**src/rtl/utsb_pkg.sv**
```systemverilog
package utsb_pkg;

  localparam int unsigned CharW   = 8;
  localparam int unsigned NibW    = 4;
  localparam int unsigned CountW  = 6;
  localparam int unsigned SlotW   = 5;
  localparam int unsigned NumNibs = 32;
  localparam int unsigned NumBytes = 16;
  localparam int unsigned ByteCntW = 4;

  localparam logic [CountW-1:0] LenDashed = CountW'(36);
  localparam logic [CountW-1:0] LenPlain  = CountW'(32);
  localparam logic [CountW-1:0] CountMax  = CountW'(63);

  // dashed-form separator positions
  localparam logic [CountW-1:0] SepA = CountW'(8);
  localparam logic [CountW-1:0] SepB = CountW'(13);
  localparam logic [CountW-1:0] SepC = CountW'(18);
  localparam logic [CountW-1:0] SepD = CountW'(23);

  typedef struct packed {
    logic             used;
    logic [SlotW-1:0] slot;
  } slot_t;

  typedef struct packed {
    logic            ok;
    logic [NibW-1:0] nib;
  } hex_t;

  function automatic hex_t decode_hex(input logic [CharW-1:0] ch);
    hex_t r;
    r.ok  = 1'b1;
    r.nib = '0;
    if (ch >= 8'h30 && ch <= 8'h39) begin
      r.nib = NibW'(ch - 8'h30);
    end else if (ch >= 8'h41 && ch <= 8'h46) begin
      r.nib = NibW'(ch - 8'h37);
    end else if (ch >= 8'h61 && ch <= 8'h66) begin
      r.nib = NibW'(ch - 8'h57);
    end else begin
      r.ok = 1'b0;
    end
    return r;
  endfunction

  // text position -> nibble slot in time-swapped order
  function automatic slot_t map_slot(input logic [CountW-1:0] pos, input logic dashed);
    slot_t            r;
    logic [CountW-1:0] d;
    r.used = 1'b1;
    d      = pos;
    if (!dashed) begin
      r.used = (pos < LenPlain);
    end else if (pos >= LenDashed || pos == SepA || pos == SepB ||
                 pos == SepC || pos == SepD) begin
      r.used = 1'b0;
    end else if (pos < SepA) begin
      d = pos;
    end else if (pos < SepB) begin
      d = pos - CountW'(1);
    end else if (pos < SepC) begin
      d = pos - CountW'(2);
    end else if (pos < SepD) begin
      d = pos - CountW'(3);
    end else begin
      d = pos - CountW'(4);
    end
    if (d < CountW'(8)) begin
      r.slot = SlotW'(d + CountW'(8));
    end else if (d < CountW'(12)) begin
      r.slot = SlotW'(d - CountW'(4));
    end else if (d < CountW'(16)) begin
      r.slot = SlotW'(d - CountW'(12));
    end else begin
      r.slot = SlotW'(d);
    end
    return r;
  endfunction

endpackage

```
**src/rtl/utsb_if.sv**
```systemverilog
interface utsb_char_if;
  import utsb_pkg::*;
  logic             valid;
  logic             ready;
  logic [CharW-1:0] char_code;
  logic             last_char;
  modport source (output valid, output char_code, output last_char, input ready);
  modport sink   (input valid, input char_code, input last_char, output ready);
endinterface

interface utsb_byte_if;
  logic       valid;
  logic       ready;
  logic [7:0] data_byte;
  logic       last_byte;
  logic       bad_input;
  modport source (output valid, output data_byte, output last_byte, output bad_input,
                  input ready);
  modport sink   (input valid, input data_byte, input last_byte, input bad_input,
                  output ready);
endinterface

interface utsb_cfg_if;
  logic valid;
  logic ready;
  logic dashed_format;
  modport source (output valid, output dashed_format, input ready);
  modport sink   (input valid, input dashed_format, output ready);
endinterface

```
**src/rtl/uuid_text_to_swapped_binary.sv**
```systemverilog
// UUID text to time-swapped binary. Characters come in one word per cycle on
// char_i, last_char set on the final one. cfg_i.dashed_format (reset 1)
// picks the 36-character dashed form (separator positions 8, 13, 18, 23 are
// skipped unchecked) or the 32-digit plain form. On the last character the
// block either emits 16 bytes on byte_o (time-high, time-mid, time-low, then
// the rest; last_byte on the 16th) or one error word (data 0, last_byte 1,
// bad_input 1) if the length is wrong or a used character is not hex.
// Rate: one character per cycle. Used hex digits are decoded into a
// 32-entry nibble file in the cycle they are accepted; the last character
// snapshots the whole file into a 16-byte output shift register, so the
// next string streams in while the bytes drain. Output moves one byte per
// cycle when byte_o.ready is high, so a last character waits (ready low)
// only while the previous run still has bytes to deliver beyond the one
// going out. Configuration is taken at any time (cfg_i.ready is tied high).
module uuid_text_to_swapped_binary (
  input logic  clk_i,
  input logic  rst_ni,
  utsb_char_if.sink   char_i,
  utsb_cfg_if.sink    cfg_i,
  utsb_byte_if.source byte_o
);
  import utsb_pkg::*;

  logic                dashed_q;
  logic [CountW-1:0]   count_q, count_d;
  logic                fault_q, fault_d;
  logic [NibW-1:0]     nib_q [NumNibs];

  logic                busy_q, busy_d;
  logic                err_q, err_d;
  logic [ByteCntW-1:0] cnt_q, cnt_d;
  logic [8*NumBytes-1:0] buf_q, buf_d;

  logic              acc;
  logic              out_fire;
  logic              out_final;
  logic              buf_free;
  hex_t              hx;
  slot_t             sl;
  logic              bad_now;
  logic              len_bad;
  logic [CountW-1:0] exp_last;
  logic [8*NumBytes-1:0] snap;

  // config: dashed_format register
  assign cfg_i.ready = 1'b1;
  always_ff @(posedge clk_i or negedge rst_ni) begin
    if (!rst_ni) begin
      dashed_q <= 1'b1;
    end else if (cfg_i.valid) begin
      dashed_q <= cfg_i.dashed_format;
    end
  end

  // output handshake
  assign out_fire  = byte_o.valid && byte_o.ready;
  assign out_final = err_q || (cnt_q == ByteCntW'(NumBytes - 1));
  assign buf_free  = !busy_q || (out_fire && out_final);

  // only a last character needs the output buffer
  assign char_i.ready = !char_i.last_char || buf_free;
  assign acc          = char_i.valid && char_i.ready;

  // per-character decode
  always_comb begin
    hx       = decode_hex(char_i.char_code);
    sl       = map_slot(count_q, dashed_q);
    bad_now  = sl.used && !hx.ok;
    exp_last = dashed_q ? (LenDashed - CountW'(1)) : (LenPlain - CountW'(1));
    len_bad  = (count_q != exp_last);
  end

  // nibble file, no reset: entries are defined once written
  always_ff @(posedge clk_i) begin
    if (acc && sl.used && hx.ok) begin
      nib_q[sl.slot] <= hx.nib;
    end
  end

  // snapshot including the nibble landing this cycle; byte 0 at the top
  always_comb begin
    for (int j = 0; j < NumNibs; j++) begin
      if (sl.used && hx.ok && (sl.slot == SlotW'(j))) begin
        snap[8*NumBytes-1-NibW*j -: NibW] = hx.nib;
      end else begin
        snap[8*NumBytes-1-NibW*j -: NibW] = nib_q[SlotW'(j)];
      end
    end
  end

  // string tracking
  always_comb begin
    count_d = count_q;
    fault_d = fault_q;
    if (acc) begin
      if (char_i.last_char) begin
        count_d = '0;
        fault_d = 1'b0;
      end else begin
        if (count_q != CountMax) count_d = count_q + CountW'(1);
        if (bad_now) fault_d = 1'b1;
      end
    end
  end

  // output buffer
  always_comb begin
    busy_d = busy_q;
    err_d  = err_q;
    cnt_d  = cnt_q;
    buf_d  = buf_q;
    if (out_fire) begin
      if (out_final) begin
        busy_d = 1'b0;
      end else begin
        cnt_d = cnt_q + ByteCntW'(1);
        buf_d = {buf_q[8*NumBytes-9:0], 8'h00};
      end
    end
    if (acc && char_i.last_char) begin
      busy_d = 1'b1;
      cnt_d  = '0;
      err_d  = len_bad || fault_q || bad_now;
      buf_d  = snap;
    end
  end

  always_ff @(posedge clk_i or negedge rst_ni) begin
    if (!rst_ni) begin
      count_q <= '0;
      fault_q <= 1'b0;
      busy_q  <= 1'b0;
      err_q   <= 1'b0;
      cnt_q   <= '0;
    end else begin
      count_q <= count_d;
      fault_q <= fault_d;
      busy_q  <= busy_d;
      err_q   <= err_d;
      cnt_q   <= cnt_d;
    end
  end

  always_ff @(posedge clk_i) begin
    buf_q <= buf_d;
  end

  assign byte_o.valid     = busy_q;
  assign byte_o.data_byte = err_q ? 8'h00 : buf_q[8*NumBytes-1 -: 8];
  assign byte_o.last_byte = out_final;
  assign byte_o.bad_input = err_q;

  // checks
  a_err_word: assert property (@(posedge clk_i) disable iff (!rst_ni)
    byte_o.valid && byte_o.bad_input |-> byte_o.last_byte && (byte_o.data_byte == 8'h00))
    else $error("error word malformed");

  a_no_overrun: assert property (@(posedge clk_i) disable iff (!rst_ni)
    acc && char_i.last_char |-> !busy_q || (out_fire && out_final))
    else $error("last character taken while bytes pending");

  a_run_starts: assert property (@(posedge clk_i) disable iff (!rst_ni)
    acc && char_i.last_char |=> busy_q && (cnt_q == '0))
    else $error("run did not start after last character");

  a_err_single: assert property (@(posedge clk_i) disable iff (!rst_ni)
    busy_q && err_q |-> (cnt_q == '0))
    else $error("error run longer than one word");

endmodule

```
**src/flat_wrapper.sv**
```systemverilog
// flat-port wrapper written by rule: the top's interface ports become plain ports
module uuid_text_to_swapped_binary_flat import utsb_pkg::*;
  (clk_i, rst_ni, char_i_valid, char_i_char_code, char_i_last_char, char_i_ready, cfg_i_valid, cfg_i_dashed_format, cfg_i_ready, byte_o_valid, byte_o_data_byte, byte_o_last_byte, byte_o_bad_input, byte_o_ready);
  utsb_char_if char_i_i ();
  utsb_cfg_if cfg_i_i ();
  utsb_byte_if byte_o_i ();
  input logic clk_i;
  input logic rst_ni;
  input wire logic [$bits(char_i_i.valid)-1:0] char_i_valid;
  input wire logic [$bits(char_i_i.char_code)-1:0] char_i_char_code;
  input wire logic [$bits(char_i_i.last_char)-1:0] char_i_last_char;
  output wire logic [$bits(char_i_i.ready)-1:0] char_i_ready;
  input wire logic [$bits(cfg_i_i.valid)-1:0] cfg_i_valid;
  input wire logic [$bits(cfg_i_i.dashed_format)-1:0] cfg_i_dashed_format;
  output wire logic [$bits(cfg_i_i.ready)-1:0] cfg_i_ready;
  output wire logic [$bits(byte_o_i.valid)-1:0] byte_o_valid;
  output wire logic [$bits(byte_o_i.data_byte)-1:0] byte_o_data_byte;
  output wire logic [$bits(byte_o_i.last_byte)-1:0] byte_o_last_byte;
  output wire logic [$bits(byte_o_i.bad_input)-1:0] byte_o_bad_input;
  input wire logic [$bits(byte_o_i.ready)-1:0] byte_o_ready;
  assign char_i_i.valid = char_i_valid;
  assign char_i_i.char_code = char_i_char_code;
  assign char_i_i.last_char = char_i_last_char;
  assign char_i_ready = char_i_i.ready;
  assign cfg_i_i.valid = cfg_i_valid;
  assign cfg_i_i.dashed_format = cfg_i_dashed_format;
  assign cfg_i_ready = cfg_i_i.ready;
  assign byte_o_valid = byte_o_i.valid;
  assign byte_o_data_byte = byte_o_i.data_byte;
  assign byte_o_last_byte = byte_o_i.last_byte;
  assign byte_o_bad_input = byte_o_i.bad_input;
  assign byte_o_i.ready = byte_o_ready;
  uuid_text_to_swapped_binary u_core (.clk_i(clk_i), .rst_ni(rst_ni), .char_i(char_i_i), .cfg_i(cfg_i_i), .byte_o(byte_o_i));
endmodule
```
**config.mk**
```make
export PLATFORM = sky130hd
export DESIGN_NAME = uuid_text_to_swapped_binary_flat
export DESIGN_NICKNAME = d
export VERILOG_FILES = /design/src/rtl/utsb_pkg.sv /design/src/rtl/utsb_if.sv /design/src/rtl/uuid_text_to_swapped_binary.sv /design/src/flat_wrapper.sv
export SDC_FILE = /design/constraint.sdc
export NUM_CORES = 1
export LEC_CHECK = 0
export CAP_MARGIN = 10
export CORE_MARGIN = 2
export CORE_UTILIZATION = 50
export DETAILED_ROUTE_END_ITERATION = 8
export DONT_BUFFER_PORTS = 1
export GPL_TIMING_DRIVEN = 0
export SETUP_SLACK_MARGIN = 0.5
export SKIP_CTS_REPAIR_TIMING = 1
export SYNTH_ARGS = -nofsm -noshare
export SYNTH_HDL_FRONTEND = slang
export SYNTH_SLANG_ARGS = --single-unit
export TNS_END_PERCENT = 50
```
**constraint.sdc**
```tcl
create_clock -name clk_i -period 21.4 [get_ports clk_i]
set_input_delay 1.07 -clock clk_i [delete_from_list [all_inputs] [get_ports clk_i]]
set_output_delay 1.07 -clock clk_i [all_outputs]
set_load 0.05 [all_outputs]
```
---- Yosys cells after proc, flatten, opt, wreduce, memory -nomap -nowiden ----
Memories as Yosys holds them, arrays and structs flattened.
Index checks and enable logic that the tools add are counted.
W data, S select, Z words.
word-level totals
  register bits after elaboration ......... 142
  bits in latches ......................... 0
  memory bits (writable) .................. 128
  bits in read-only memories .............. 0
  input port bits ......................... 15
  output and inout port bits .............. 13
  logic and storage cells ................. 204
  memories ................................ 1
cells by class
  add/subtract/negate cells ............... 12
  multiply operators ...................... 0
  divide/modulo/power cells ............... 0
  order comparisons ....................... 15
  equality and inequality tests ........... 39
  shift-type cells ........................ 0
  multiplexer cells ....................... 66
  bitwise gates (word level) .............. 0
  reductions and logical operators ........ 64
memories
  name          depth  width  rd ports  clocked after memory_dff  write ports  line                               source
  u_core.nib_q  32     4      32        0                         1            uuid_text_to_swapped_binary.sv:27  logic [NibW-1:0] nib_q [NumNibs];
operators by type and width
  cell                   number
  $mux W128              3
  $mux W4                38
  $eq A5 B5 Y1 const B   16
  $mux W6                9
  $logic_and A1 B1 Y1    43
  $eq A5 B4 Y1 const B   8
  $lt A6 B4 Y1 const B   4
  $eq A5 B3 Y1 const B   4
  $lt A6 B5 Y1 const B   3
  $ge A8 B7 Y1 const B   2
  $le A8 B7 Y1 const B   2
  $mux W5                3
  $eq A6 B4 Y1 const B   2
  $eq A6 B5 Y1 const B   2
  $mux W1                12
  $sub A6 B2 Y6 const B  2
  $eq A5 B2 Y1 const B   2
  $logic_or A1 B1 Y1     9
  $ge A8 B6 Y1 const B   1
  $le A8 B6 Y1 const B   1
  $mux W8                1
  $reduce_and A2 Y1      4
  $reduce_bool A2 Y1     4
  $sub A4 B3 Y4 const B  2
  other kinds (17)       19

---- Depth between registers and ports, before layout ----
Gate-level depths: netlist (run 1).
  depth in word-level cells ............... 15
  mapped depth ............................ 18
  mapped depth without buffers ............ 15

---- Least setup slack after synthesis (run 1) ----
No wires, ideal clock.
  path type ............................... input -> register
  start ................................... input byte_o_ready
  end ..................................... register u_core.buf_q[0], enable pin
  library setup time ...................... 0.792 ns
  arrival time ............................ 10.092 ns
  required time ........................... 20.608 ns
  slack ................................... 10.516 ns
  cell stages on the path ................. 2
  buffers on the path ..................... 0
  cells stage by stage .................... nand2_1 > o21ai_0
between the ends
  longest elaborated chain between the ends .. 8
  elaborated cells between the ends (all ways) .. 9
  those cells by class .................... eq/ne: 1; reduce/logical: 8
RTL lines
  what                                                          line                                source
  from (decl)                                                   flat_wrapper.sv:20                  input wire logic [$bits(byte_o_i.ready)-1:0] byte_o_ready;
  $logic_and A1 B1 Y1 *                                         uuid_text_to_swapped_binary.sv:56   assign out_fire = byte_o.valid && byte_o.ready;
  $logic_and A1 B1 Y1                                           uuid_text_to_swapped_binary.sv:58   assign buf_free = !busy_q || (out_fire && out_final);
  $logic_or A1 B1 Y1                                            uuid_text_to_swapped_binary.sv:58
  $logic_or A1 B1 Y1                                            uuid_text_to_swapped_binary.sv:61   assign char_i.ready = !char_i.last_char || buf_free;
  $logic_and A1 B1 Y1                                           uuid_text_to_swapped_binary.sv:62   assign acc = char_i.valid && char_i.ready;
  $logic_and A1 B1 Y1                                           uuid_text_to_swapped_binary.sv:120  if (acc && char_i.last_char) begin
  $ne A2 B2 Y1 (no line) or $reduce_bool A2 Y1 (tied branches)  n/a
  $reduce_and A2 Y1 (no line) *                                 n/a
  to (signal assigned)                                          uuid_text_to_swapped_binary.sv:145  buf_q <= buf_d;
  to (decl)                                                     uuid_text_to_swapped_binary.sv:32   logic [8*NumBytes-1:0] buf_q, buf_d;
Mark *: on every way between the ends. The rest lies on a longest branch, timed or not.
A chain may end at the register's enable or synchronous reset.

---- Worst setup path in the final report (run 1) ----
  start ................................... register u_core.count_q[3]
  end ..................................... memory u_core.nib_q[16][1], enable pin
between the ends
  longest elaborated chain between the ends .. 11
  elaborated cells between the ends (all ways) .. 39
  those cells by class .................... add/sub: 7; order compare: 9; eq/ne: 4; mux: 13; reduce/logical: 6
RTL lines
  what                                            line                                               source
  from (decl)                                     uuid_text_to_swapped_binary.sv:25                  logic [CountW-1:0] count_q, count_d;
  from (signal assigned)                          uuid_text_to_swapped_binary.sv:136                 count_q <= count_d;
  $sub A6 B3 Y6 (tied with other cells)           utsb_pkg.sv:67                                     d = pos - CountW'(4);
  $mux W6 or $logic_or A1 B1 Y1 (tied branches)   utsb_pkg.sv:64, utsb_pkg.sv:55
  $mux W6 or $logic_or A1 B1 Y1 (tied branches)   utsb_pkg.sv:62, utsb_pkg.sv:55
  $mux W6 or $logic_or A1 B1 Y1 (tied branches)   utsb_pkg.sv:60, utsb_pkg.sv:55
  $mux W6 or $logic_or A1 B1 Y1 (tied branches)   utsb_pkg.sv:58, utsb_pkg.sv:56
  $mux W6 or $mux W1 (tied branches)              utsb_pkg.sv:55                                     end else if (pos >= LenDashed || pos == SepA || pos == SepB ||
  $mux W6 or $mux W1 (tied branches)              utsb_pkg.sv:53                                     if (!dashed) begin
  $sub A5 B4 Y5 (tied with other cells)           utsb_pkg.sv:74                                     r.slot = SlotW'(d - CountW'(12));
  $mux W5 or $logic_and A1 B1 Y1 (tied branches)  utsb_pkg.sv:73, uuid_text_to_swapped_binary.sv:75
  $mux W5 or $mux W1 (tied branches)              utsb_pkg.sv:71, uuid_text_to_swapped_binary.sv:75
  $mux W5 or $mux W1 (tied branches)              utsb_pkg.sv:69, uuid_text_to_swapped_binary.sv:76
  to (decl)                                       uuid_text_to_swapped_binary.sv:27
Parallel ways exist; a longest one is shown, timed or not.

==> summary.md, run 1 <==
| Metric | Value |
|---|---|
| Total chip power | about 1.5 mW |
| Relative slew slack | around a quarter |
| Final clock period utilization by the worst path | 26.55% |
| Least-Margin Pin Slew | 1.091 ns |
| Internal power consumption | 1.038 mW |
| Placer Congestion | approximately 0.9 |
| Share of total power in the clock network | between 30% and 40% |
| Area leader, netlist | sky130_fd_sc_hd__edfxtp_1 |
| Slowest library cell on the worst path | sky130_fd_sc_hd__a211oi_1 |
| Met3 demand-to-capacity share in global routing | under 10% |
| Initial core utilization | a little over 50% |
| Async S/R FF share, synth | under 10% |
| # H-tree levels | 1 |
| Buffer depth of the longest clock path | 3 |
| Clock tree from TritonCTS | yes |
| Largest stage delay, worst path | ~0.63 ns |
| Type of the most critical hold path | in2async |
| Synthesized net count | roughly 1100 |
| Number of top-level pins | 28 |
| Routing layer with the top usage in global route | met2 |
| Count of flip-flops with a built-in enable after synthesis | approximately 260 |
| Die height | approximately 170 µm |
| Number of flip-flops and latches in the synthesized netlist | 270 |
| Number of distinct standard cells referenced by the synthesized netlist | 81 |
| Power share of the combinational group | between 20% and 30% |
| Share of layout cells above drive strength 1 | between 10% and 20% |
| Placed Instances | 1398 |
| Placed standard-cell area | between 10000 and 15000 µm² |
| Synth-to-Final Area Change | 12.12% |
| Cells along the critical path | buf_2 -> clkinv_1 -> ha_1 -> a211oi_1 -> mux2i_1 -> mux2i_1 -> o31ai_1 -> inv_1 -> buf_4 -> ha_1 -> xor2_1 -> and2_1 -> nand4_1 -> o22ai_1 -> buf_2 -> nand2_1 -> nor2_1 |
| R2R cell count | 17 |
| Clock latency on the worst-skew pair | just under 0.6 ns |
| Synthesized-area fraction occupied by xor and xnor cells | 0.5348% |
| Adder-cell share of the synthesized area | between 2 and 2.5% |
| Number of rows created at floorplan | 59 |
| Sw power | 0.4634 mW |
| Leakage | 5.078 nW |
| Power density cells | approximately 100 nW/µm² |
| Area of all placed cells without fillers | between 10000 and 15000 µm² |
| Number of vias after detailed routing | 9306 |
| Net total in the final layout | 1131 |
| Critical Path Fanout Max | 10 |
| Status | complete, no violations |
| Arrival time at the worst endpoint | between 5 and 6 ns |
| Drt drc | 0 |
| Grt total ovfl | 0 |
| Crit-path leading delay family | compound AO/OA/AOI/OAI gates |
| First-pass GRT wire length | about 55000 µm |
| Antenna violations before repair | 0 |
| Reg2reg setup slack | 15.72 ns |
| Final worst path period need | around 5.7 ns |
| Max-slew violation total from the final report | 0 |
| Largest family of logic cells by synthesized area | compound AO/OA/AOI/OAI gates |
| Mux contribution to synthesized area | under 10% |
| Buf/Inv on CP | 5 |
| Clock-pin slew of the registers on the worst-case setup and hold paths | roughly 0.070 ns |
| Most instantiated flip-flop cell in the synthesis netlist | sky130_fd_sc_hd__edfxtp_1 |
| Final number of hold-violating endpoints | 0 |
| Crit Path Class | reg2reg |
| Detailed-router iteration count before antenna repair | 5 |
| Routed WL | ~37000 µm |
| Number of clock sinks | 270 |
| DIE WIDTH | approximately 170 µm |
| Final number of setup-violating endpoints | 0 |
| Post-synthesis compound-gate area fraction | around a fifth |
| Synthesized area | ~13000 µm² |
| Post-synthesis instance total | 1056 |
| GRT Resource Usage Total | 26.32% |
| Number of max-capacitance violations reported | 0 |
| Number of global-route vias before repair | ~9100 |
| Share of synthesized area occupied by flip-flops and latches | between 60% and 70% |
| Clock root buffer master | sky130_fd_sc_hd__clkbuf_16 |
| Core region area | between 20000 and 30000 µm² |
| Synth Warn # | 0 |
| Startpoint of the lowest-slack register-to-register path | u_core.count_q[3] |
| Total Negative Setup Slacks | 0 ns |
| Endpoint of the most critical register-to-register path | u_core.nib_q[16][1] |
| Final design utilization | 56.69% |
| Post-synth top area share | 58.68% |
| Maximum resistive drop on vdd | between 80 and 90 µV |
| Post-detailed-route wirelength per cell | approximately 25 µm |
| Maximum frequency from static timing analysis | about 180 MHz |
| Top area cells in the synthesized netlist | sky130_fd_sc_hd__edfxtp_1 (59%), sky130_fd_sc_hd__a221o_1 (6.6%), sky130_fd_sc_hd__nand2_1 (3.3%), sky130_fd_sc_hd__a21oi_1 (2.7%), sky130_fd_sc_hd__dfrtp_1 (2.5%) |
| Initial drt markers | between 1000 and 1500 |
| Simple logic cell fraction of the synthesized area | 12.42% |
| Switching part of the total | 30.86% |
| Mapped Avg Cell Area | between 10 and 15 µm² |
| Global Route met1 Usage | a little under two fifths |
| Post-detailed-route via-to-cell ratio | roughly 6.4 |
| Req. time, crit path | approximately 22 ns |
| Quantity of I/O buffers inserted on ports | 0 |
| TritonCTS Buffers | 30 |
| Setup clock skew after layout | roughly 0.035 ns |
| Die ar. | between 20000 and 30000 µm² |
| Startpoint Class | flop |
| Final HPWL DP | roughly 25000 µm |
| Post-route insts no fill | roughly 1500 |
| Global-route track usage on met2 | approximately 44% |
| Largest net degree at the start of global routing | 40 |
| Type of destination of the critical path | flop |
| Remaining antenna violation count after routing | 0 |
| Sequential cell fraction of total power | between 40% and 50% |
| Unrepaired setup endpoints after global routing | false |
| Ant diodes | 0 |
[per-layer routing]
| metal | vias to the layer above | wire (µm) |
|---|---|---|
| met3 | 60 | 2462 |
| met4 | 0 | 888 |
| li1 | 4234 | - |
| met2 | 395 | 17650 |
| met5 | - | 0 |
| met1 | 4617 | 15890 |
[metrics by stage]
stage	setup WS, ns	hold slack (ns)
2_1_floorplan	10.52	0.4635
3_3_place_gp	5.733	0.4808
3_5_place_dp	15.86	0.4979
4_1_cts	15.88	0.1973
5_1_grt	15.38	0.1944
6_report	15.72	0.2078
[logic make-up (layout without fill, tap and decap cells)]
kind of cell	after synthesis	in the layout
buf+inv	84	147
xor+xnor	8	8
simple gates	337	337
fa+ha+maj	21	21
other cells	1	1
compound gates	320	320
mux	15	15
flops	270	270
[sequential cells by signal, indices dropped and copies added (netlist names)]
register	cells
u_core.buf_q	128
u_core.nib_q	128
u_core.count_q	6
u_core.cnt_q	4
u_core.byte_o.bad_input	1
u_core.byte_o.valid	1
u_core.dashed_q	1
u_core.fault_q	1
[cell usage in the layout, fill, tap and decap left out, types with 12 or more instances in the layout]
cell type	n
sky130_fd_sc_hd__edfxtp_1	256
sky130_fd_sc_hd__nand2_1	115
sky130_fd_sc_hd__a221o_1	87
sky130_fd_sc_hd__nor2_1	82
sky130_fd_sc_hd__a21oi_1	71
sky130_fd_sc_hd__clkbuf_1	43
sky130_fd_sc_hd__and3_1	35
sky130_fd_sc_hd__clkbuf_16	30
sky130_fd_sc_hd__o21ai_0	24
sky130_fd_sc_hd__nor2b_1	23
sky130_fd_sc_hd__and2_1	22
sky130_fd_sc_hd__ha_1	21
sky130_fd_sc_hd__buf_2	19
sky130_fd_sc_hd__nand3_1	18
sky130_fd_sc_hd__a31oi_1	18
sky130_fd_sc_hd__mux2i_1	13
sky130_fd_sc_hd__o21ai_1	13
sky130_fd_sc_hd__dfrtp_1	13
sky130_fd_sc_hd__o31ai_1	12
sky130_fd_sc_hd__o211ai_1	12
[final cells by class]
class	instances	area [µm²]
fillers	2113	11220
flip-flops and latches	270	8039
multi-input cells	702	4691
clock buffers	34	765.7
well taps	335	419.2
plain buffers	72	341.6
clock inverters	22	231.5
repair buffers	7	155.1
inverters	12	46.29
[worst register-to-register path: cells and delay by family (launching register included)]
family	cells	cell delay, ns
xor gates and xnor gates	1	0.48
and+or+nand+nor	4	0.90
adders and majority gates	2	0.70
buffers and inverters	5	1.14
DFF	1	0.34
muxes	2	0.42
AOI/OAI and AO/OA	3	1.36
[power by group through the flow]
| stage | clock [mW] | sequential (mW) | combinational [mW] |
|---|---|---|---|
| global placement | 0 | 0.680 | 0.314 |
| CTS | 0.523 | 0.651 | 0.327 |
| finish | 0.519 | 0.651 | 0.333 |
| global route | 0.544 | 0.654 | 0.358 |
| floorplan | 0 | 0.665 | 0.237 |
| detailed placement | 0 | 0.661 | 0.326 |
[synthesized netlist by cell type (all sizes together), types with 7 or more instances]
cell,count
edfxtp,256
nand2,115
nor2,89
a221o,87
a21oi,73
clkbuf,41
o21ai,41
and3,35
buf,31
nor2b,23
and2,22
ha,21
nand3,20
a31oi,18
dfrtp,13
mux2i,13
o211ai,13
o31ai,13
a211oi,11
inv,10
nor3,8
o2111ai,8
nand2b,7
nand4,7
o22ai,7
o41ai,7
[how the worst max path moves through the flow]
stage | slack (ns) | to | cells after the start | start
3_3_place_gp | 5.73 | u_core.buf_q[8] | 2 | u_core.byte_o.bad_input
4_1_cts | 15.88 | u_core.nib_q[23][1] | 17 | u_core.count_q[3]
3_5_place_dp | 15.86 | u_core.nib_q[23][0] | 17 | u_core.count_q[3]
5_1_grt | 15.38 | u_core.nib_q[6][0] | 17 | u_core.count_q[3]
6_report | 15.72 | u_core.nib_q[16][1] | 17 | u_core.count_q[3]
2_1_floorplan | 10.52 | u_core.buf_q[0] | 2 | byte_o_ready
Note: power is estimated with default switching activity, not from simulation.
==> run 2, diff against run 1 <==
==> constraint.sdc (replaced) <==
create_clock -name clk_i -period 6 [get_ports clk_i]
set_input_delay 0.3 -clock clk_i [delete_from_list [all_inputs] [get_ports clk_i]]
set_output_delay 0.3 -clock clk_i [all_outputs]
set_load 0.05 [all_outputs]
==> run 2 against run 1 <==
Compared with the run above:
- highest routed layer unchanged
- cell count up 0.41%
- sequential power rose to 3.6 times the previous value
- global-route usage up 0.41 points
- largest cell class unchanged
- power rose to 3.7 times the previous value
==> summary.md, run 2 (synthesis results as in run 1) <==
| Metric | Value |
|---|---|
| Core region area | 25910 µm² (unchanged) |
| Post-detailed-route wirelength per cell | 25.38 µm (about the same) |
| Number of rows created at floorplan | 59 (unchanged) |
| Initial drt markers | 1196 (+7.4%) |
| R2R cell count | 18 (+1) |
| Hold Path Stages | 4 |
| Global Route met1 Usage | 37.24% (+0.33 points) |
| Clock-pin slew of the registers on the worst-case setup and hold paths | 0.06 ns (about the same) |
| Maximum frequency from static timing analysis | 191.3 MHz (+8.7%) |
| Arrival time at the worst endpoint | 5.45 ns (-0.45 ns) |
| Antenna violations before repair | 1 (+1) |
| Quantity of I/O buffers inserted on ports | 0 (unchanged) |
| Number of global-route vias before repair | 9054 (-0.92%) |
| Synth-to-Final Area Change | 13.70% |
| Slowest library cell on the worst path | sky130_fd_sc_hd__ha_1 |
| Unrepaired setup endpoints after global routing | true |
| Drt drc | 0 (unchanged) |
| Leakage | 5.153 nW (+1.5%) |
| Commonest cells after routing, fill and taps aside | sky130_fd_sc_hd__edfxtp_1 (256), sky130_fd_sc_hd__nand2_1 (115), sky130_fd_sc_hd__a221o_1 (87) |
| Type of destination of the critical path | flop |
| Share of layout cells above drive strength 1 | 12.62% (+0.74 points) |
| Net total in the final layout | 1139 (+0.71%) |
| Most common cell after layout, fill and taps aside | sky130_fd_sc_hd__edfxtp_1 |
| Reg2reg setup slack | 0.77 ns (-14.95 ns) |
| Filler cell count | 2135 (+1.0%) |
| TritonCTS Buffers | 30 (unchanged) |
| Largest stage delay, worst path | 0.40 ns (-0.23 ns) |
| Number of max-capacitance violations reported | 0 (unchanged) |
| Placer Congestion | 0.8848 (-4.0%) |
| Least-Margin Pin Slew | 1.098 ns (+0.006481 ns) |
| Placed standard-cell area | 13750 µm² (+0.41%) |
| Initial core utilization | 50.56% (unchanged) |
| Clock latency on the worst-skew pair | 0.57 ns (about the same) |
| Relative slew slack | 26.04% (-0.53 points) |
| Worst Hold End | u_core.count_q[0] |
| Global-route track usage on met2 | 44.72% (+0.60 points) |
| Final design utilization | 57.49% (+0.80 points) |
| Routed WL | 37060 µm (+0.46%) |
| Met3 demand-to-capacity share in global routing | 3.813% (+1.1 points) |
| Remaining antenna violation count after routing | 0 (unchanged) |
| Final worst path period need | 5.228 ns (-0.4545 ns) |
| Total Negative Setup Slacks | 0 ns (unchanged) |
| Startpoint of the worst hold path | char_i_last_char |
| Critical Path Fanout Max | 10 (unchanged) |
| Setup clock skew after layout | 0.02045 ns (-0.01447 ns) |
| Final clock period utilization by the worst path | 87.13% (+61 points) |
| Number of clock sinks | 270 (unchanged) |
| Die height | 165.9 µm (unchanged) |
| Largest regs | u_core.buf_q: 128 flops, u_core.nib_q: 128 flops, u_core.count_q: 6 flops |
| Routing layer with the top usage in global route | met2 |
| Post-detailed-route via-to-cell ratio | 6.388 (-0.20%) |
| Area of all placed cells without fillers | 14900 µm² (+1.4%) |
| Status | complete, no violations |
| First-pass GRT wire length | 55990 µm (+1.1%) |
| Clock root buffer master | sky130_fd_sc_hd__clkbuf_16 |
| # H-tree levels | 1 (unchanged) |
| Total chip power | 5.493 mW (+270%) |
| Req. time, crit path | 6.22 ns (-15.39 ns) |
| Type of the most critical hold path | in2reg |
| Largest net degree at the start of global routing | 39 (-2.5%) |
| Number of vias after detailed routing | 9326 (+0.21%) |
| Ant diodes | 0 (unchanged) |
| Maximum resistive drop on vdd | 260.1 µV (+200%) |
| Startpoint of the lowest-slack register-to-register path | u_core.count_q[3] |
| Final number of setup-violating endpoints | 0 (unchanged) |
| Cells along the critical path | buf_2 -> clkinv_1 -> ha_1 -> a221oi_4 -> a31o_2 -> and3_1 -> buf_4 -> nor2_4 -> nor2_4 -> inv_2 -> ha_1 -> nand3b_1 -> a21oi_2 -> nand4_1 -> o22ai_1 -> buf_2 -> nand2_1 -> nor2_1 |
| Crit Path Class | reg2reg |
| Detailed-router iteration count before antenna repair | 5 (unchanged) |
| Startpoint Class | flop |
| Max-slew violation total from the final report | 0 (unchanged) |
| Power density cells | 368.8 nW/µm² (+260%) |
| Clock tree from TritonCTS | yes |
| GRT Resource Usage Total | 26.73% (+0.41 points) |
| Final HPWL DP | 25120 µm (+1.7%) |
| Die ar. | 27510 µm² (unchanged) |
| Buffer depth of the longest clock path | 3 (unchanged) |
| Endpoint of the most critical register-to-register path | u_core.nib_q[16][0] |
| DIE WIDTH | 165.9 µm (unchanged) |
| Number of top-level pins | 28 (unchanged) |
| Grt total ovfl | 0 (unchanged) |
| Final number of hold-violating endpoints | 0 (unchanged) |
==> run 2: worst max-delay path by stage <==
stage	from	endpoint	slack (ns)	depth (start not counted)
2_1_floorplan	u_core.byte_o.bad_input	u_core.buf_q[0]	1.06	2
3_3_place_gp	u_core.byte_o.bad_input	u_core.buf_q[58]	-0.96	2
3_5_place_dp	u_core.count_q[2]	u_core.nib_q[22][3]	0.40	17
4_1_cts	u_core.count_q[2]	u_core.nib_q[22][3]	0.37	17
5_1_grt	u_core.count_q[3]	u_core.nib_q[20][3]	0.43	17
6_report	u_core.count_q[3]	u_core.nib_q[16][0]	0.77	18
==> run 2: power breakdown <==
| group | internal [mW] | leakage [nW] | total [mW] | switching (mW) |
|---|---|---|---|---|
| sequential | 2.24 | 2.58 | 2.32 | 0.0798 |
| combinational | 0.386 | 2.06 | 1.21 | 0.829 |
| clock | 1.21 | 0.507 | 1.96 | 0.746 |
==> run 2: per-stage QoR <==
step | hold WS (ns) | setup WS, ns | cells
2_1_floorplan | 0.004409 | 1.058 | 1056
3_3_place_gp | 0.004722 | -0.9634 | 1391
3_5_place_dp | 0.004731 | 0.4013 | 1400
4_1_cts | -0.5809 | 0.3700 | 1454
5_1_grt | 0.2406 | 0.4330 | 1460
6_report | 0.1556 | 0.7721 | 1460
==> run 2: layout make-up <==
cell class,count,area (µm²),area share (%)
multi-input combinational,702,4732,31.77
buffer,72,342.8,2.301
inverter,12,45.04,0.3024
sequential,270,8039,53.96
tap,335,419.2,2.814
clock buffer,33,762.0,5.115
timing repair buffer,15,267.8,1.797
clock inverter,21,289.0,1.940
==> run 2: worst max-delay path: cells and delay by family, from the launching register on <==
kind,cells,cell delay [ns]
simple gates,7,1.56
compound gates,4,1.20
buf+inv,5,1.11
fa+ha+maj,2,0.66
flops,1,0.36
==> run 2: metal layers <==
| metal | up-vias | wire, µm |
|---|---|---|
| li1 | 4252 | - |
| met1 | 4592 | 15440 |
| met2 | 418 | 17630 |
| met3 | 64 | 2995 |
| met4 | 0 | 997 |
| met5 | - | 0 |
==> run 3, diff against run 2 <==
--- a/config.mk
+++ b/config.mk
@@ -5,6 +5,7 @@
 export SDC_FILE = /design/constraint.sdc
 export NUM_CORES = 1
 export LEC_CHECK = 0
+export ABC_AREA = 1
 export CAP_MARGIN = 10
 export CORE_MARGIN = 2
 export CORE_UTILIZATION = 50
==> run 3 against run 2 <==
Compared with the run above:
- synthesized cell count up 36%
- sequential power is essentially flat
- critical path type unchanged
- worst hold slack got worse by 0.051 ns
- clock power is 11% lower
- highest routed layer unchanged
- wire length down 11%
- fmax rose by 4.2%
- non-clock buffer count shrank 9
- first-iteration DRC count down 27%
- global-route usage decreased by 3.0 points
- utilization shrank 0.86 points
- worst setup slack gained 0.21 ns
- critical endpoint is now u_core.buf_q[118]
- sequential cell count unchanged
==> summary.md, run 3 <==
| Metric | Value |
|---|---|
| Type of destination of the critical path | flop |
| Number of vias after detailed routing | 9765 (+4.7%) |
| Die ar. | 27630 µm² (+0.42%) |
| Routed WL | 32820 µm (-11%) |
| Least-Margin Pin Slew | 1.191 ns (+0.09282 ns) |
| Most Frequent Cell on Critical Path | sky130_fd_sc_hd__nand2_1 |
| # H-tree levels | 1 (unchanged) |
| Total chip power | 4.877 mW (-11%) |
| TritonCTS Buffers | 30 (unchanged) |
| Slowest library cell on the worst path | sky130_fd_sc_hd__clkbuf_1 |
| Area leader, netlist | sky130_fd_sc_hd__edfxtp_1 |
| Final worst path period need | 5.017 ns (-0.2110 ns) |
| Worst path setup slack after routing | 0.9831 ns (+0.2110 ns) |
| R2R cell count | 13 (-5) |
| Power density cells | 331.4 nW/µm² (-10%) |
| Post-detailed-route wirelength per cell | 17.87 µm (-30%) |
| Max-slew violation total from the final report | 0 (unchanged) |
| Net total in the final layout | 1515 (+33%) |
| Amount of wire on met3 after detailed routing | 2101 µm (-30%) |
| Largest regs | u_core.buf_q: 128 flops, u_core.nib_q: 128 flops, u_core.count_q: 6 flops |
| Maximum frequency from static timing analysis | 199.3 MHz (+4.2%) |
| Final number of setup-violating endpoints | 0 (unchanged) |
| Hold Path Stages | 3 (-1) |
| Post-route insts no fill | 1837 (+26%) |
| Number of max-capacitance violations reported | 0 (unchanged) |
| Drt drc | 0 (unchanged) |
| Worst Setup Slack post-DPL | 0.9436 ns (+0.5423 ns) |
| Placed standard-cell area | 13740 µm² (about the same) |
| Buffer depth of the longest clock path | 3 (unchanged) |
| First-pass GRT wire length | 51410 µm (-8.2%) |
| Quantity of I/O buffers inserted on ports | 0 (unchanged) |
| Count of flip-flops with a built-in enable after synthesis | 256 (unchanged) |
| Synth Warn # | 0 (unchanged) |
| Synth-to-Final Area Change | 11.85% |
| Final clock period utilization by the worst path | 83.62% (-3.5 points) |
| Critical Path Fanout Max | 10 (unchanged) |
| Mapped Avg Cell Area | 9.150 µm² (-26%) |
| Most instantiated flip-flop cell in the synthesis netlist | sky130_fd_sc_hd__edfxtp_1 |
| Final number of hold-violating endpoints | 0 (unchanged) |
| Post-synth top area share | 58.43% (-0.25 points) |
| Share of layout cells above drive strength 1 | 5.526% (-7.1 points) |
| GRT Resource Usage Total | 23.75% (-3.0 points) |
| Clock root buffer master | sky130_fd_sc_hd__clkbuf_16 |
| Crit Path Class | reg2reg |
| Synthesized area | 13160 µm² (+0.43%) |
| Sum of routed wire segments on met1 | 14020 µm (-9.2%) |
| Core region area | 25980 µm² (+0.28%) |
| Async S/R FF share, synth | 5.185% (unchanged) |
| Relative slew slack | 20.19% (-5.8 points) |
| Clock latency on the worst-skew pair | 0.55 ns (-0.02 ns) |
| Post-synthesis instance total | 1438 (+36%) |
| Share of synthesized area occupied by flip-flops and latches | 61.10% (-0.26 points) |
| Startpoint Class | flop |
| Placer Congestion | 0.9020 (+1.9%) |
| Detailed-router iteration count before antenna repair | 6 (+1) |
| Leakage | 6.429 nW (+25%) |
| Routed met2 length | 15820 µm (-10%) |
| Maximum resistive drop on vdd | 260.3 µV (+0.11%) |
| Largest net degree at the start of global routing | 74 (+90%) |
| Setup clock skew after layout | 0.01095 ns (-0.009498 ns) |
| Placed Instances | 1778 (+27%) |
| Die height | 166.2 µm (+0.21%) |
| Remaining antenna violation count after routing | 0 (unchanged) |
| Antenna violations before repair | 0 (-1) |
| Cells along the critical path | clkbuf_1 -> inv_1 -> nand2_1 -> a21boi_0 -> nand2_1 -> nand2_1 -> inv_1 -> nand2_1 -> inv_2 -> clkbuf_1 -> clkbuf_1 -> nand3_1 -> nand2_1 |
| Uppermost metal layer occupied by signal nets | met4 |
| Arrival time at the worst endpoint | 5.43 ns (-0.02 ns) |
| Number of flip-flops and latches in the synthesized netlist | 270 (unchanged) |
| Top area cells in the synthesized netlist | sky130_fd_sc_hd__edfxtp_1 (58%), sky130_fd_sc_hd__nand2_1 (14%), sky130_fd_sc_hd__nand3_1 (8.2%), sky130_fd_sc_hd__inv_1 (4.9%), sky130_fd_sc_hd__dfrtp_1 (2.5%) |
| Post-detailed-route via-to-cell ratio | 5.316 (-17%) |
| Number of clock sinks | 270 (unchanged) |
| Top-count cell post-synth | sky130_fd_sc_hd__nand2_1 |
| Number of top-level pins | 28 (unchanged) |
| Grt total ovfl | 0 (unchanged) |
| Number of global-route vias before repair | 9441 (+4.3%) |
| Initial drt markers | 875 (-27%) |
| Type of the most critical hold path | in2reg |
| Clock tree from TritonCTS | yes |
| Most common cell after layout, fill and taps aside | sky130_fd_sc_hd__nand2_1 |
| Top post-synthesis cells by count | sky130_fd_sc_hd__nand2_1 (487), sky130_fd_sc_hd__edfxtp_1 (256), sky130_fd_sc_hd__nand3_1 (215), sky130_fd_sc_hd__inv_1 (173), sky130_fd_sc_hd__nor2_1 (85) |
| Number of rows created at floorplan | 59 (unchanged) |
| Status | complete, no violations |
| Initial core utilization | 50.64% (+0.073 points) |
| Ant diodes | 0 (unchanged) |
| Area of all placed cells without fillers | 14720 µm² (-1.2%) |
| Synthesized net count | 1474 (+35%) |
| Number of distinct standard cells referenced by the synthesized netlist | 34 (-58%) |
| Req. time, crit path | 6.41 ns (+0.19 ns) |
| Largest stage delay, worst path | 0.68 ns (+0.28 ns) |
| Commonest cells after routing, fill and taps aside | sky130_fd_sc_hd__nand2_1 (486), sky130_fd_sc_hd__edfxtp_1 (256), sky130_fd_sc_hd__nand3_1 (215) |
| Unrepaired setup endpoints after global routing | false |
| Filler cell count | 2336 (+9.4%) |
| Clock-pin slew of the registers on the worst-case setup and hold paths | 0.06 ns (about the same) |
| Final HPWL DP | 21730 µm (-13%) |
| Final design utilization | 56.64% (-0.86 points) |
| DIE WIDTH | 166.2 µm (+0.21%) |
[run 3: stage by stage]
stage          TNS (ns)  hold WS (ns)
6_report              0        0.1049
5_1_grt               0        0.1376
4_1_cts               0       -0.5844
3_5_place_dp          0      0.004629
3_3_place_gp     -7.250      0.004636
2_1_floorplan         0      0.004409
[run 3: where the power goes]
part,internal (mW),leakage (nW),switching [mW]
Combinational,0.216,3.41,0.610
Clock,1.01,0.457,0.736
Sequential,2.23,2.56,0.0670
[run 3: path summary, 6_finish.rpt]
path	from	end	slack, ns
setup / recovery	u_core.byte_o.bad_input	u_core.buf_q[118]	0.98
hold / removal	char_i_last_char	u_core.count_q[1]	0.10
setup reg to reg	u_core.byte_o.bad_input	u_core.buf_q[118]	0.98
hold reg to reg	u_core.buf_q[51]	u_core.buf_q[59]	0.51
max in group asynchronous	rst_ni	u_core.cnt_q[1]	5.34
min in group asynchronous	rst_ni	u_core.count_q[2]	0.22
[run 3: logic make-up (layout without fill, tap and decap cells)]
family / after synthesis / count (layout) / share of synthesized area [%]
fa+ha+maj: 21 / 21 / 1.997
other cells: 1 / 1 / 0.02850
buf+inv: 253 / 317 / 7.303
simple gates: 842 / 842 / 27.26
compound gates: 45 / 45 / 1.911
xor+xnor: 6 / 6 / 0.3994
flops: 270 / 270 / 61.10
[run 3: layout make-up]
type | instances | area (µm²) | area share (%)
well taps | 335 | 419.2 | 2.848
repair buffers | 9 | 162.7 | 1.105
inverters | 184 | 690.7 | 4.693
flip-flops and latches | 270 | 8039 | 54.63
plain buffers | 69 | 270.3 | 1.836
clock inverters | 13 | 97.59 | 0.6632
multi-input cells | 915 | 4200 | 28.54
clock buffers | 42 | 837.1 | 5.688
[run 3: critical path: cells and delay by family (launching register included)]
kind,cells,cell delay [ns]
AOI/OAI and AO/OA,1,0.19
buffers and inverters,6,2.21
DFF,1,0.63
and+or+nand+nor,6,1.86
[run 3: metal layers]
metal	up-vias	global-route usage (%)
met5	-	0
li1	4830	-
met1	4548	31.86
met4	0	6.447
met2	326	40.95
met3	61	3.170
